### src/pg3_pkg.sv
`timescale 1ns / 1ps

package pg3_pkg;

    // Line store geometry and field widths.
    localparam int LINE_DEPTH = 1024;
    localparam int COL_W      = $clog2(LINE_DEPTH);
    localparam int ROW_W      = 12;
    localparam int PIX_W      = 8;
    localparam int WIDTH_W    = 11;
    localparam int HEIGHT_W   = 13;
    localparam int CFG_W      = HEIGHT_W;
    localparam int MAX_HEIGHT = 4096;

    // Sums of a 3x3 window lie in -765..765.
    localparam int SUM_W  = 11;
    localparam int SQ_W   = 20;
    localparam int M4_W   = SQ_W + 3;
    localparam int DIFF_W = 8;
    localparam int MAG_W  = 7;
    localparam int STEP_W = $clog2(MAG_W);

    // Divide by three: floor(t / 3) == (t * 683) >> 11 for t below 2048.
    localparam int DIV3_BIAS  = 901;
    localparam int DIV3_OFS   = 300;
    localparam int DIV3_RECIP = 683;
    localparam int DIV3_SHIFT = 11;

    // Configuration register indexes.
    localparam logic CFG_IMAGE_WIDTH  = 1'b0;
    localparam logic CFG_IMAGE_HEIGHT = 1'b1;

    typedef struct packed {
        logic [PIX_W-1:0] upper;
        logic [PIX_W-1:0] lower;
    } t_line_word;

    typedef struct packed {
        logic             done;
        logic [MAG_W-1:0] mag;
    } t_root_status;

    typedef enum logic [2:0] {
        ST_IDLE,
        ST_LOAD,
        ST_SQUARE,
        ST_SUM,
        ST_ROOT,
        ST_DONE
    } t_state;

    // round(s / 3), saturated to a signed byte.
    function automatic logic signed [DIFF_W-1:0] div3_sat(input logic signed [SUM_W-1:0] s);
        logic [SUM_W:0]             t;
        logic [SUM_W+10:0]          prod;
        logic [9:0]                 q;
        logic signed [SUM_W-1:0]    qs;
        logic signed [DIFF_W-1:0]   res;
        t    = {s[SUM_W-1], s} + (SUM_W+1)'(DIV3_BIAS);
        prod = (SUM_W+11)'(t) * (SUM_W+11)'(DIV3_RECIP);
        q    = prod[DIV3_SHIFT+9:DIV3_SHIFT];
        qs   = $signed({1'b0, q}) - $signed(SUM_W'(DIV3_OFS));
        if (qs > $signed(SUM_W'(127))) begin
            res = 8'sd127;
        end else if (qs < -$signed(SUM_W'(128))) begin
            res = -8'sd128;
        end else begin
            res = qs[DIFF_W-1:0];
        end
        return res;
    endfunction

endpackage

### src/pg3_mag_root.sv
`timescale 1ns / 1ps

// Finds the largest n with (6n-3)^2 <= m4, one result bit per cycle, MSB first.
module pg3_mag_root
    import pg3_pkg::*;
(
    input  logic            i_clk,
    input  logic            i_rst_n,
    input  logic            i_start,
    input  logic [M4_W-1:0] i_m4,
    output t_root_status    o_status
);

    logic [M4_W-1:0]   r_m4;
    logic [MAG_W-1:0]  r_n;
    logic [STEP_W-1:0] r_step;
    logic              r_busy;
    logic              r_done;

    logic [MAG_W-1:0]  trial;
    logic [9:0]        odd;
    logic [19:0]       odd_sq;

    always_comb begin
        trial  = r_n | (MAG_W'(1) << r_step);
        odd    = {trial, 2'b00} + {1'b0, trial, 1'b0} - 10'd3;
        odd_sq = 20'(odd) * 20'(odd);
    end

    always_ff @(posedge i_clk) begin
        if (!i_rst_n) begin
            r_busy <= 1'b0;
            r_done <= 1'b0;
        end else begin
            r_done <= r_busy && (r_step == '0);
            if (i_start) begin
                r_busy <= 1'b1;
            end else if (r_step == '0) begin
                r_busy <= 1'b0;
            end
        end
    end

    always_ff @(posedge i_clk) begin
        if (i_start) begin
            r_m4   <= i_m4;
            r_n    <= '0;
            r_step <= STEP_W'(MAG_W - 1);
        end else if (r_busy) begin
            if (M4_W'(odd_sq) <= r_m4) begin
                r_n <= trial;
            end
            r_step <= r_step - 1'b1;
        end
    end

    assign o_status.done = r_done;
    assign o_status.mag  = r_n;

endmodule

### config.mk
export PLATFORM = sky130hd
export DESIGN_NAME = pg3_mag_root
export DESIGN_NICKNAME = d
export VERILOG_FILES = /design/src/pg3_pkg.sv /design/src/pg3_mag_root.sv
export SDC_FILE = /design/constraint.sdc
export NUM_CORES = 1
export LEC_CHECK = 0
export BUFFER_PORTS_ARGS = -buffer_cell sky130_fd_sc_hd__clkbuf_2
export CAP_MARGIN = 20
export CORE_MARGIN = 2
export CORE_UTILIZATION = 50
export CTS_BUF_LIST = sky130_fd_sc_hd__clkbuf_4
export DETAILED_ROUTE_END_ITERATION = 7
export GPL_ROUTABILITY_DRIVEN = 1
export GPL_TIMING_DRIVEN = 0
export PLACE_DENSITY = 0.71
export SYNTH_ARGS = -nofsm -noshare
export SYNTH_HDL_FRONTEND = slang
export SYNTH_SLANG_ARGS = --single-unit
### constraint.sdc
create_clock -name i_clk -period 7.4 [get_ports i_clk]
set_input_delay 0.74 -clock i_clk [delete_from_list [all_inputs] [get_ports i_clk]]
set_output_delay 0.74 -clock i_clk [all_outputs]
set_load 0.1 [all_outputs]
After elaboration in Yosys (flattened, before gate mapping):

Cells that the tools add are included.
Widths: inputs -> output; s select.

* latch bits: 0
* ROM bits: 0
* output and inout port bits: 8
* input bits: 26
* word-level logic and storage cells: 18
* flip-flop bits (word level): 35
* memory bits (writable): 0
* memories: 0

* equality and inequality tests: 0
* order comparisons: 1
* bitwise gates (word level): 1
* reduce and logical (&&, ||, !) cells: 4
* $mul: 1
* divide/modulo/power cells: 0
* shift-type cells: 1
* muxes and demuxes: 2
* add/subtract/negate cells: 3

Operator list (number)
* $le 20x23->1: 1
* $mul 10x10->20: 1
* $add 9x8->10: 1
* $sub 10x2->10 const B: 1
* $or 7x7->7: 1
* $shl 1x3->7 const A: 1
* $logic_not 3->1: 1
* $sub 3x1->3 const B: 1
* $mux 1: 2
* $reduce_and 2->1: 1
* $reduce_bool 2->1: 1
* $logic_and 1x1->1: 1

Logic depth before layout (Yosys ltp):

Gate-level depths: netlist (run 1).

* depth in word-level cells: 7
* mapped depth: 35
* depth with buffers taken out: 35

Worst setup path after synthesis (run 1):

No wires, ideal clock.

* path type: register -> register
* start point: register r_n[1]
* end point: register r_n[1]
* clock period less this slack: 8318 ps
* slack: -918 ps
* data required time: 7323 ps
* arrival time: 8241 ps
* cell stages (with the launch flop): 29
* path through: dfxtp_1 a21oi_1 ha_1 inv_1 ha_1 fa_1 a21o_1 a21oi_1 xnor2_1 nand2_1 fa_1 inv_1 fa_1 inv_1 fa_1 inv_1 fa_1 fa_1 ha_1 a2111o_1 o21ai_0 a21oi_1 a311oi_1 ha_1 nand4_1 nor4_1 a221o_1 o31a_4 o22ai_2

* cells in the longest elaborated chain, start to end: 6

Ends and longest elaborated chain
* start, declared: line pg3_mag_root.sv:15 `logic [MAG_W-1:0] r_n;`
* start signal, assigned: line pg3_mag_root.sv:51 `r_n <= trial;`
* $or 7x7->7 (*): line pg3_mag_root.sv:25 `trial = r_n | (MAG_W'(1) << r_step);`
* $add 9x8->10: line pg3_mag_root.sv:26 `odd = {trial, 2'b00} + {1'b0, trial, 1'b0} - 10'd3;`
* $sub 10x2->10: line pg3_mag_root.sv:26
* $mul 10x10->20: line pg3_mag_root.sv:27 `odd_sq = 20'(odd) * 20'(odd);`
* $le 20x23->1: line pg3_mag_root.sv:50 `if (M4_W'(odd_sq) <= r_m4) begin`
* $reduce_and 2->1 (no source line)

Every way passes the cells marked *; elsewhere a longest branch is shown, timed or not.
A chain may end at the register's enable or synchronous reset.

Worst setup path in the final report (run 1):

* start point: register r_step[0]
* end point: register r_n[0]

* cells in the longest elaborated chain, start to end: 7

Ends and longest elaborated chain
* start, declared: line pg3_mag_root.sv:16 `logic [STEP_W-1:0] r_step;`
* start signal, assigned: line pg3_mag_root.sv:48 `r_step <= STEP_W'(MAG_W - 1);`
* start signal, assigned: line pg3_mag_root.sv:53 `r_step <= r_step - 1'b1;`
* $shl 1x3->7 (*): line pg3_mag_root.sv:25
* $or 7x7->7 (*): line pg3_mag_root.sv:25
* $add 9x8->10: line pg3_mag_root.sv:26
* $sub 10x2->10: line pg3_mag_root.sv:26
* $mul 10x10->20: line pg3_mag_root.sv:27
* $le 20x23->1: line pg3_mag_root.sv:50
* $reduce_and 2->1 (no source line)

Marks and branches as above.

==> summary.txt, run 1 <==
Die
  – Die Wd: 101 µm
  – Row count: 35
  – Die Ht: 101 µm
  – Core area: 9240 µm²
  – Initial Utilization: 51.3%
  – Io pins: 34
  – Die Footprint: 10,300 µm²

Yosys
  – Net count after synthesis: 665
  – Seq/Total Area, Yosys: 19.6%
  – Synth Cell Area: 4740 µm²
  – Yosys warns: 0
  – Yosys reg bits: 35
  – Number of synthesized flops with an enable pin: 23
  – Cells after synthesis: 511
  – Post-synth ARST share: 0%
  – Synth cell types: 48
  – Post-Syn Area per Cell: 9.28 µm²
  – Top FF cell, synth: edfxtp_1

STA
  – Worst setup margin: -0.315 ns
  – Final worst-path cycle share: 104%
  – Setup Total Neg Slack: -2.04 ns
  – Setup violators final: 7
  – Post-layout minimum cycle time: 7.71 ns
  – Final Hold Viols: 0
  – RSZ-0062 raised after global routing: yes
  – Max-slew headroom: 57.3%
  – Max Freq: 130 MHz
  – Max-slew violation count: 0
  – Clk_skew: 0.00765 ns
  – Worst-Margin Slew: 0.640 ns

Flow run
  – Maxcap violations: 0

Clock network
  – Clk root buf: clkbuf_4
  – H-tree levels: 2
  – Hold_buf cts: 0
  – Clock latency on the worst-skew pair: 0.33 ns
  – TritonCTS Buffers: 5
  – Deepest clock path buffer count: 2
  – TritonCTS clock tree: done
  – CTS clk-pin slew, worst paths: 0.11 ns
  – Clock sinks: 35

Finish
  – Commonest non-fill, non-tap cell in the layout: inv_1
  – Filler cell count: 718
  – # diodes: 0
  – Multi-input logic area: 3830 µm²
  – Register area: 960 µm²
  – Cell Count, Final, Fillers Out: 724
  – Most frequent cells in the layout: 108 x inv_1, 63 x ha_1, 45 x fa_1, 44 x buf_4, 33 x clkbuf_2
  – P&R area growth vs syn: 26.8%
  – Fin nets: 748
  – Proportion of layout cells with a drive suffix above 1: 30.3%

Run status
  – Violated checks: setup timing
  – Status: complete, but fails checks

Drt
  – DR pass1 iterations: 4
  – WL met1: 4440 µm
  – Drt drc: 0
  – Top routing layer in use: met4
  – Met3 WL: 261 µm
  – Final wirelength: 10,200 µm
  – DR vias/cell: 5.10
  – Antenna viol nets, final: 0
  – Met2 Routed Length: 5310 µm
  – DRT iter0 DRCs: 92
  – Routed wire per std cell: 14.0 µm
  – Vias: 3,691

Global routing
  – Vias in the first global route: 3,767
  – Tot GR Track Use: 20.7%
  – Antenna violations before repair: 0
  – Largest net degree at the start of global routing: 27
  – GRT overflow: 0
  – First-pass GRT wire length: 17,000 µm

Place
  – Final GP Congestion: 0.854
  – DP HPWL: 7560 µm
  – Placed Cells: 673
  – IO buf count: 33

Setup path
  – Startpoint types: register
  – CP peak stage delay: 0.59 ns
  – Crit-path slowest cell: fa_1
  – Worst Path Arrival: 7.98 ns
  – WP data required: 7.67 ns
  – Worst Setup Path Type: register to register
  – CP Max Fanout: 7
  – CP Capture Type: register

Worst hold path
  – Worst min-delay path class: register to register
per-layer routing:
metal,global-route usage (%),vias up
met5,0,-
met4,6.24,0
met3,1.79,11
met2,36.6,63
met1,27.0,1772
li1,-,1845
sequential cells by signal, summed over array words and instances, names as in the netlist:
signal	cells
r_step	3
r_done	1
r_n	7
r_m4	23
r_busy	1
cell usage after synthesis (3+ instances only):
master,number,share of area (%)
o21bai_1,4,0.63
o21a_1,3,0.47
nand3_1,3,0.32
nand2b_1,8,1.1
ha_1,79,21
dfxtp_1,12,5.1
a31oi_1,3,0.40
nor3_1,8,0.84
and2_1,5,0.66
edfxtp_1,23,15
o21ai_0,10,1.1
nand2_1,29,2.3
inv_1,120,9.5
clkbuf_1,3,0.24
and3_1,3,0.40
xnor2_1,18,3.3
o22ai_2,7,1.8
a311oi_1,3,0.55
a21oi_1,31,3.3
a21o_1,13,2.1
nand4_1,5,0.66
nor2b_1,6,0.79
xor2_1,5,0.92
fa_1,49,21
nor2_1,33,2.6
timing repair:
item,4_1_cts,5_1_grt
gates resized for setup,58,17
pin swaps,56,14
setup buffers,35,8
setup endpoints to repair,7,7
path summary, 6_finish.rpt:
check        startpoint     end  cells after the start  slack [ns]
min              r_n[6]  r_n[6]                      2        0.52
max reg2reg   r_step[0]  r_n[0]                     32       -0.31
min reg2reg      r_n[6]  r_n[6]                      2        0.52
max           r_step[0]  r_n[0]                     32       -0.31
cell type report:
type                    instances  share of cell area [%]
repair buffers                 76                    8.11
inverters                     121                    7.70
clock buffers                   5                   0.624
flip-flops and latches         35                    16.0
clock inverters                 3                   0.728
plain buffers                   6                   0.562
multi-input cells             349                    63.6
well taps                     129                    2.68
cells by family (layout without fill, tap and decap cells):
logic type	after synthesis	in the layout	synth area share (%)
muxes	3	3	0.659
AOI/OAI and AO/OA	90	90	13.3
DFF	35	35	19.6
xor gates and xnor gates	23	23	4.25
buffers and inverters	127	211	10.2
and+or+nand+nor	105	105	10.5
adders and majority gates	128	128	41.5
stage by stage:
stage                     worst slack [ns]  instance area, µm²  hold slack (ns)  utilization [%]
final                               -0.315                6010            0.525             65.1
after global placement              -0.897                5250            0.482             56.8
after floorplan                    0.00350                4920            0.485                -
after global routing                -0.614                6010            0.539             65.1
after CTS                           -0.271                5840            0.508             63.2
after detailed placement             -1.03                5250            0.483             56.8
worst max-delay path, delay by kind of cell, from the launching register on:
family / cells / cell delay, ns
AO/OA/AOI/OAI: 10 / 2.27
XOR/XNOR: 2 / 0.42
adder cells (fa/ha/maj): 11 / 3.64
buffers and inverters: 4 / 0.19
flip-flops: 1 / 0.41
AND/OR/NAND/NOR: 5 / 0.71
Power of run 1 is left out: the tool's default activity adds up to more than one toggle a clock period on the data nets, which glitch-free logic cannot reach.
==> inputs of run 2 (changes only) <==
--- a/config.mk
+++ b/config.mk
@@ -5,15 +5,15 @@
 export SDC_FILE = /design/constraint.sdc
 export NUM_CORES = 1
 export LEC_CHECK = 0
-export BUFFER_PORTS_ARGS = -buffer_cell sky130_fd_sc_hd__clkbuf_2
 export CAP_MARGIN = 20
 export CORE_MARGIN = 2
 export CORE_UTILIZATION = 50
 export CTS_BUF_LIST = sky130_fd_sc_hd__clkbuf_4
 export DETAILED_ROUTE_END_ITERATION = 7
+export DONT_BUFFER_PORTS = 1
 export GPL_ROUTABILITY_DRIVEN = 1
 export GPL_TIMING_DRIVEN = 0
-export PLACE_DENSITY = 0.71
+export PLACE_DENSITY = 0.68
 export SYNTH_ARGS = -nofsm -noshare
 export SYNTH_HDL_FRONTEND = slang
 export SYNTH_SLANG_ARGS = --single-unit
==> run 2 against run 1 <==
  * The flow still finishes with violations (setup timing)
  * Die area unchanged
  * Cell count shrank 5.7%
  * Global-route usage down 0.53 points
  * Register-to-register slack lost 0.15 ns
  * Routed wire length is 1.9% lower
  * Utilization is 2.0 points lower
  * Setup slack got worse by 0.15 ns
  * Clock-buffer cell count unchanged
  * Critical endpoint is now r_n[2]
  * Largest cell class unchanged
==> summary.txt, run 2 (synthesized netlist as in run 1, its figures left out) <==
Clock network
  – CTS clk-pin slew, worst paths: 0.12 ns (about the same)
  – Clock sinks: 35 (unchanged)
  – Clk root buf: clkbuf_4
  – Hold_buf cts: 0 (unchanged)
  – H-tree levels: 2 (unchanged)
  – Deepest clock path buffer count: 2 (unchanged)
  – Clock latency on the worst-skew pair: 0.36 ns (+0.03 ns)
  – TritonCTS Buffers: 5 (unchanged)
  – TritonCTS clock tree: done

Drt
  – DR vias/cell: 5.22 (+2.4%)
  – Antenna viol nets, final: 0 (unchanged)
  – Routed wire per std cell: 14.6 µm (+4.0%)
  – Vias: 3,565 (-3.4%)
  – DRT iter0 DRCs: 107 (+16%)
  – Final wirelength: 9960 µm (-1.9%)
  – DR pass1 iterations: 4 (unchanged)
  – Drt drc: 0 (unchanged)

Finish
  – Proportion of layout cells with a drive suffix above 1: 27.4% (-2.8 points)
  – Most frequent cells in the layout: 104 x inv_1, 59 x ha_1, 43 x fa_1, 35 x buf_4, 26 x nor2_1
  – Post-Route Utilization: 63.1% (-2.0 points)
  – Multi-input logic area: 3860 µm² (+0.95%)
  – Regs by FF count: r_m4 (23), r_n (7), r_step (3)
  – Design area: 5830 µm² (-3.1%)
  – Cell Count, Final, Fillers Out: 683 (-5.7%)
  – # diodes: 0 (unchanged)
  – Fin nets: 707 (-5.5%)
  – Largest register by flop count: r_m4
  – Filler cell count: 711 (-0.97%)
  – Register area: 960 µm² (unchanged)
  – Commonest non-fill, non-tap cell in the layout: inv_1
  – P&R area growth vs syn: 22.8%
  – Max reg flops: 23 (unchanged)

STA
  – Final Hold Viols: 0 (unchanged)
  – Post-layout minimum cycle time: 7.86 ns (+0.148 ns)
  – Setup violators final: 7 (unchanged)
  – Max-slew violation count: 0 (unchanged)
  – Worst-Margin Slew: 0.654 ns (+0.0137 ns)
  – Setup Total Neg Slack: -3.10 ns (-1.06 ns)
  – Max Freq: 127 MHz (-1.9%)
  – Final worst-path cycle share: 106% (+2.0 points)
  – RSZ-0062 raised after global routing: yes
  – Clk_skew: 0.0128 ns (+0.00514 ns)
  – Max-slew headroom: 56.4% (-0.91 points)
  – Worst setup margin: -0.462 ns (-0.148 ns)

Setup path
  – Worst Path Arrival: 8.15 ns (+0.17 ns)
  – CP Max Fanout: 7 (unchanged)
  – Worst Setup Path Type: register to register
  – WP data required: 7.69 ns (+0.02 ns)
  – Crit-path slowest cell: fa_1
  – CP Capture Type: register
  – Startpoint types: register
  – R2R depth: 31 (-3.1%)
  – CP peak stage delay: 0.62 ns (+0.03 ns)

Die
  – Die Wd: 101 µm (unchanged)
  – Row count: 35 (unchanged)
  – Core area: 9240 µm² (unchanged)
  – Initial Utilization: 51.3% (unchanged)
  – Die Footprint: 10,300 µm² (unchanged)
  – Die Ht: 101 µm (unchanged)
  – Io pins: 34 (unchanged)

Global routing
  – First-pass GRT wire length: 16,500 µm (-3.2%)
  – Tot GR Track Use: 20.1% (-0.53 points)
  – Largest net degree at the start of global routing: 27 (unchanged)
  – Antenna violations before repair: 0 (unchanged)
  – GRT overflow: 0 (unchanged)
  – Vias in the first global route: 3,680 (-2.3%)

Place
  – Placed inst area: 5080 µm² (-3.1%)
  – IO buf count: 0 (-100%)
  – Placed Cells: 640 (-4.9%)
  – DP HPWL: 7340 µm (-2.9%)
  – Final GP Congestion: 0.845 (-1.1%)

Run status
  – Status: complete, but fails checks
  – Violated checks: setup timing

Worst hold path
  – Hold depth: 0 (-2)
  – Worst min-delay path class: input port to register

Flow run
  – Maxcap violations: 0 (unchanged)
==> run 2: final timing paths <==
path         startpoint         to  slack (ns)
max           r_step[0]     r_n[2]       -0.46
min             i_m4[3]    r_m4[3]        0.48
max reg2reg   r_step[0]     r_n[2]       -0.46
min reg2reg   r_step[1]  r_step[1]        0.55
==> run 2: stage by stage <==
stage          setup WS (ns)  hold WS (ns)
2_1_floorplan        0.00350         0.485
3_5_place_dp           -1.06         0.513
6_report              -0.462         0.477
4_1_cts               -0.323         0.469
3_3_place_gp          -0.980         0.508
5_1_grt               -0.733         0.454
==> run 2: layout make-up <==
type	count	area share [%]
inverter	121	7.92
timing repair buffer	35	4.57
multi-input combinational	349	66.3
clock inverter	3	0.752
tap	129	2.77
sequential	35	16.5
clock buffer	5	0.644
buffer	6	0.580
==> run 2: timing repair <==
item / CTS / global route
endpoints found under the setup margin: 7 / 7
resized for setup: 62 / 26
setup buffers: 25 / 10
pin swaps: 48 / 35
hold endpoints to repair: 0 / 0
==> run 2: worst max-delay path, delay by kind of cell (launching register included) <==
family | cells | cell delay (ns)
flip-flops | 1 | 0.38
XOR/XNOR | 2 | 0.44
AND/OR/NAND/NOR | 5 | 0.63
adder cells (fa/ha/maj) | 11 | 3.94
buffers and inverters | 4 | 0.39
AO/OA/AOI/OAI | 9 | 1.99
==> run 2: layer usage <==
metal	up-vias	wire length [µm]	global-route usage, %
li1	1758	-	-
met1	1714	4290	25.8
met2	76	5170	36.0
met3	17	331	2.55
met4	0	170	5.41
met5	-	0	0
Power of run 2 is left out for the same reason.
==> inputs of run 3 (changes only) <==
--- a/config.mk
+++ b/config.mk
@@ -6,14 +6,16 @@
 export NUM_CORES = 1
 export LEC_CHECK = 0
 export CAP_MARGIN = 20
+export CELL_PAD_IN_SITES_DETAIL_PLACEMENT = 1
+export CELL_PAD_IN_SITES_GLOBAL_PLACEMENT = 1
 export CORE_MARGIN = 2
-export CORE_UTILIZATION = 50
+export CORE_UTILIZATION = 47
 export CTS_BUF_LIST = sky130_fd_sc_hd__clkbuf_4
 export DETAILED_ROUTE_END_ITERATION = 7
 export DONT_BUFFER_PORTS = 1
 export GPL_ROUTABILITY_DRIVEN = 1
 export GPL_TIMING_DRIVEN = 0
-export PLACE_DENSITY = 0.68
+export PLACE_DENSITY_LB_ADDON = 0.1
 export SYNTH_ARGS = -nofsm -noshare
 export SYNTH_HDL_FRONTEND = slang
 export SYNTH_SLANG_ARGS = --single-unit
==> constraint.sdc (replaced) <==
create_clock -name i_clk -period 7.4 [get_ports i_clk]
set_input_delay 0.74 -clock i_clk [delete_from_list [all_inputs] [get_ports i_clk]]
set_output_delay 0.74 -clock i_clk [all_outputs]
set_load 0.05 [all_outputs]
==> run 3 against run 2 <==
  * The run still ends with setup timing left
  * First-iteration DRC count down 37%
  * Utilization down 5.5 points
  * Clock skew up 0.0083 ns
  * Register-to-register slack worse by 0.03 ns
  * Via count up 0.73%
  * Design area down 3.4%
  * Largest cell class unchanged
  * Non-clock buffer count down 2
  * Hold slack worse by 0.015 ns
==> summary.txt, run 3 (synthesized netlist as in run 1, its figures left out) <==
Setup path
  – Worst Path Arrival: 8.20 ns (+0.05 ns)
  – WP data required: 7.70 ns (about the same)
  – Worst Setup Path Type: register to register
  – Crit-path slowest cell: fa_1
  – CP Capture Type: register
  – Reg2Reg Setup Slack: -0.50 ns (-0.03 ns)
  – Crit. Startpoint: r_step[1]
  – Worst r2r src: r_step[1]
  – CP peak stage delay: 0.54 ns (-0.08 ns)
  – CP Max Fanout: 7 (unchanged)
  – CP dominant cell by count: fa_1
  – Startpoint types: register

STA
  – RSZ-0062 raised after global routing: yes
  – Final worst-path cycle share: 107% (+0.47 points)
  – Max Freq: 127 MHz (-0.44%)
  – Clk_skew: 0.0211 ns (+0.00830 ns)
  – Final Hold Viols: 0 (unchanged)
  – Setup violators final: 7 (unchanged)
  – Max-slew headroom: 57.9% (+1.4 points)
  – Post-layout minimum cycle time: 7.90 ns (+0.0347 ns)
  – Hold Slack: 0.462 ns (-0.0153 ns)
  – Max-slew violation count: 0 (unchanged)
  – Worst setup margin: -0.497 ns (-0.0347 ns)
  – Worst-Margin Slew: 0.631 ns (-0.0224 ns)

Finish
  – Largest register by flop count: r_m4
  – Commonest non-fill, non-tap cell in the layout: inv_1
  – # diodes: 0 (unchanged)
  – Regs by FF count: r_m4 (23), r_n (7), r_step (3)
  – Max reg flops: 23 (unchanged)
  – Most frequent cells in the layout: 110 x inv_1, 64 x ha_1, 45 x fa_1, 35 x buf_4, 28 x nor2_1
  – Multi-input logic area: 3730 µm² (-3.5%)
  – Fin nets: 705 (-0.28%)
  – Post-Route Utilization: 57.6% (-5.5 points)
  – Register area: 945 µm² (-1.6%)
  – Proportion of layout cells with a drive suffix above 1: 22.6% (-4.8 points)
  – Filler cell count: 1,133 (+59%)
  – P&R area growth vs syn: 18.6%

Clock network
  – Hold_buf cts: 0 (unchanged)
  – Clock latency on the worst-skew pair: 0.37 ns (about the same)
  – CTS clk-pin slew, worst paths: 0.11 ns (about the same)
  – Clock sinks: 35 (unchanged)
  – TritonCTS clock tree: done
  – TritonCTS Buffers: 5 (unchanged)
  – Clk root buf: clkbuf_4
  – H-tree levels: 2 (unchanged)
  – Deepest clock path buffer count: 2 (unchanged)

Global routing
  – GRT overflow: 0 (unchanged)
  – First-pass GRT wire length: 18,500 µm (+12%)
  – Tot GR Track Use: 21.0% (+0.88 points)
  – Vias in the first global route: 3,844 (+4.5%)
  – Antenna violations before repair: 0 (unchanged)
  – Largest net degree at the start of global routing: 27 (unchanged)

Worst hold path
  – Worst min-delay path class: input port to register
  – Hold wc startpoint: i_m4[21]

Die
  – Initial Utilization: 48.5% (-2.8 points)
  – Die Wd: 104 µm (+3.0%)
  – Die Footprint: 10,900 µm² (+6.1%)
  – Io pins: 34 (unchanged)
  – Row count: 36 (+2.9%)
  – Core area: 9770 µm² (+5.8%)
  – Die Ht: 104 µm (+3.0%)

Drt
  – DRT iter0 DRCs: 67 (-37%)
  – Vias: 3,591 (+0.73%)
  – Routed wire per std cell: 16.4 µm (+13%)
  – Drt drc: 0 (unchanged)
  – Final wirelength: 11,200 µm (+13%)
  – DR vias/cell: 5.24 (+0.44%)
  – DR pass1 iterations: 4 (unchanged)
  – Antenna viol nets, final: 0 (unchanged)

Place
  – Final GP Congestion: 0.816 (-3.4%)
  – Pre-CTS setup slack: -1.31 ns (-0.242 ns)
  – IO buf count: 0 (unchanged)
  – DP HPWL: 8760 µm (+19%)

Flow run
  – Maxcap violations: 0 (unchanged)

Run status
  – Violated checks: setup timing
  – Status: complete, but fails checks
==> run 3: final timing paths <==
| path | depth (start not counted) | to |
|---|---|---|
| worst max-delay path | 32 | r_n[6] |
| worst min-delay path | 0 | r_m4[21] |
| worst max register to register | 32 | r_n[6] |
| worst min register to register | 2 | r_step[1] |
==> run 3: critical path: cells and delay by family (launching register included) <==
family                     cells  cell delay [ns]
DFF                            1             0.40
adders and majority gates     11             3.77
xor gates and xnor gates       2             0.42
and+or+nand+nor                5             0.54
buffers and inverters          4             0.37
AOI/OAI and AO/OA             10             2.30
==> run 3: cell type report <==
| type | instances | area share (%) |
|---|---|---|
| clock inverter | 3 | 0.267 |
| buffer | 6 | 0.534 |
| timing repair buffer | 33 | 4.40 |
| multi-input combinational | 349 | 66.2 |
| clock buffer | 5 | 0.667 |
| inverter | 121 | 8.16 |
| tap | 133 | 2.96 |
| sequential | 35 | 16.8 |
==> run 3: routing by layer <==
metal / vias to the layer above / GRT usage [%] / wire length [µm]
li1: 1749 / - / -
met1: 1796 / 27.0 / 5000
met2: 35 / 37.7 / 5940
met3: 11 / 1.57 / 158
met4: 0 / 6.18 / 150
met5: - / 0 / 0
==> run 3: metrics by stage <==
stage               setup TNS [ns]  cells  area, µm²
finish                       -3.40    685       5630
global route                 -5.62    685       5630
detailed placement           -9.11    644       5070
global placement             -7.25    644       5070
floorplan                        0    511       4900
CTS                          -3.47    665       5420
==> run 3: repair_timing <==
action,4_1_cts,5_1_grt
pin swaps,30,17
setup buffers,13,20
setup endpoints to repair,7,7
gates resized for setup,47,11
Power of run 3 is left out for the same reason.
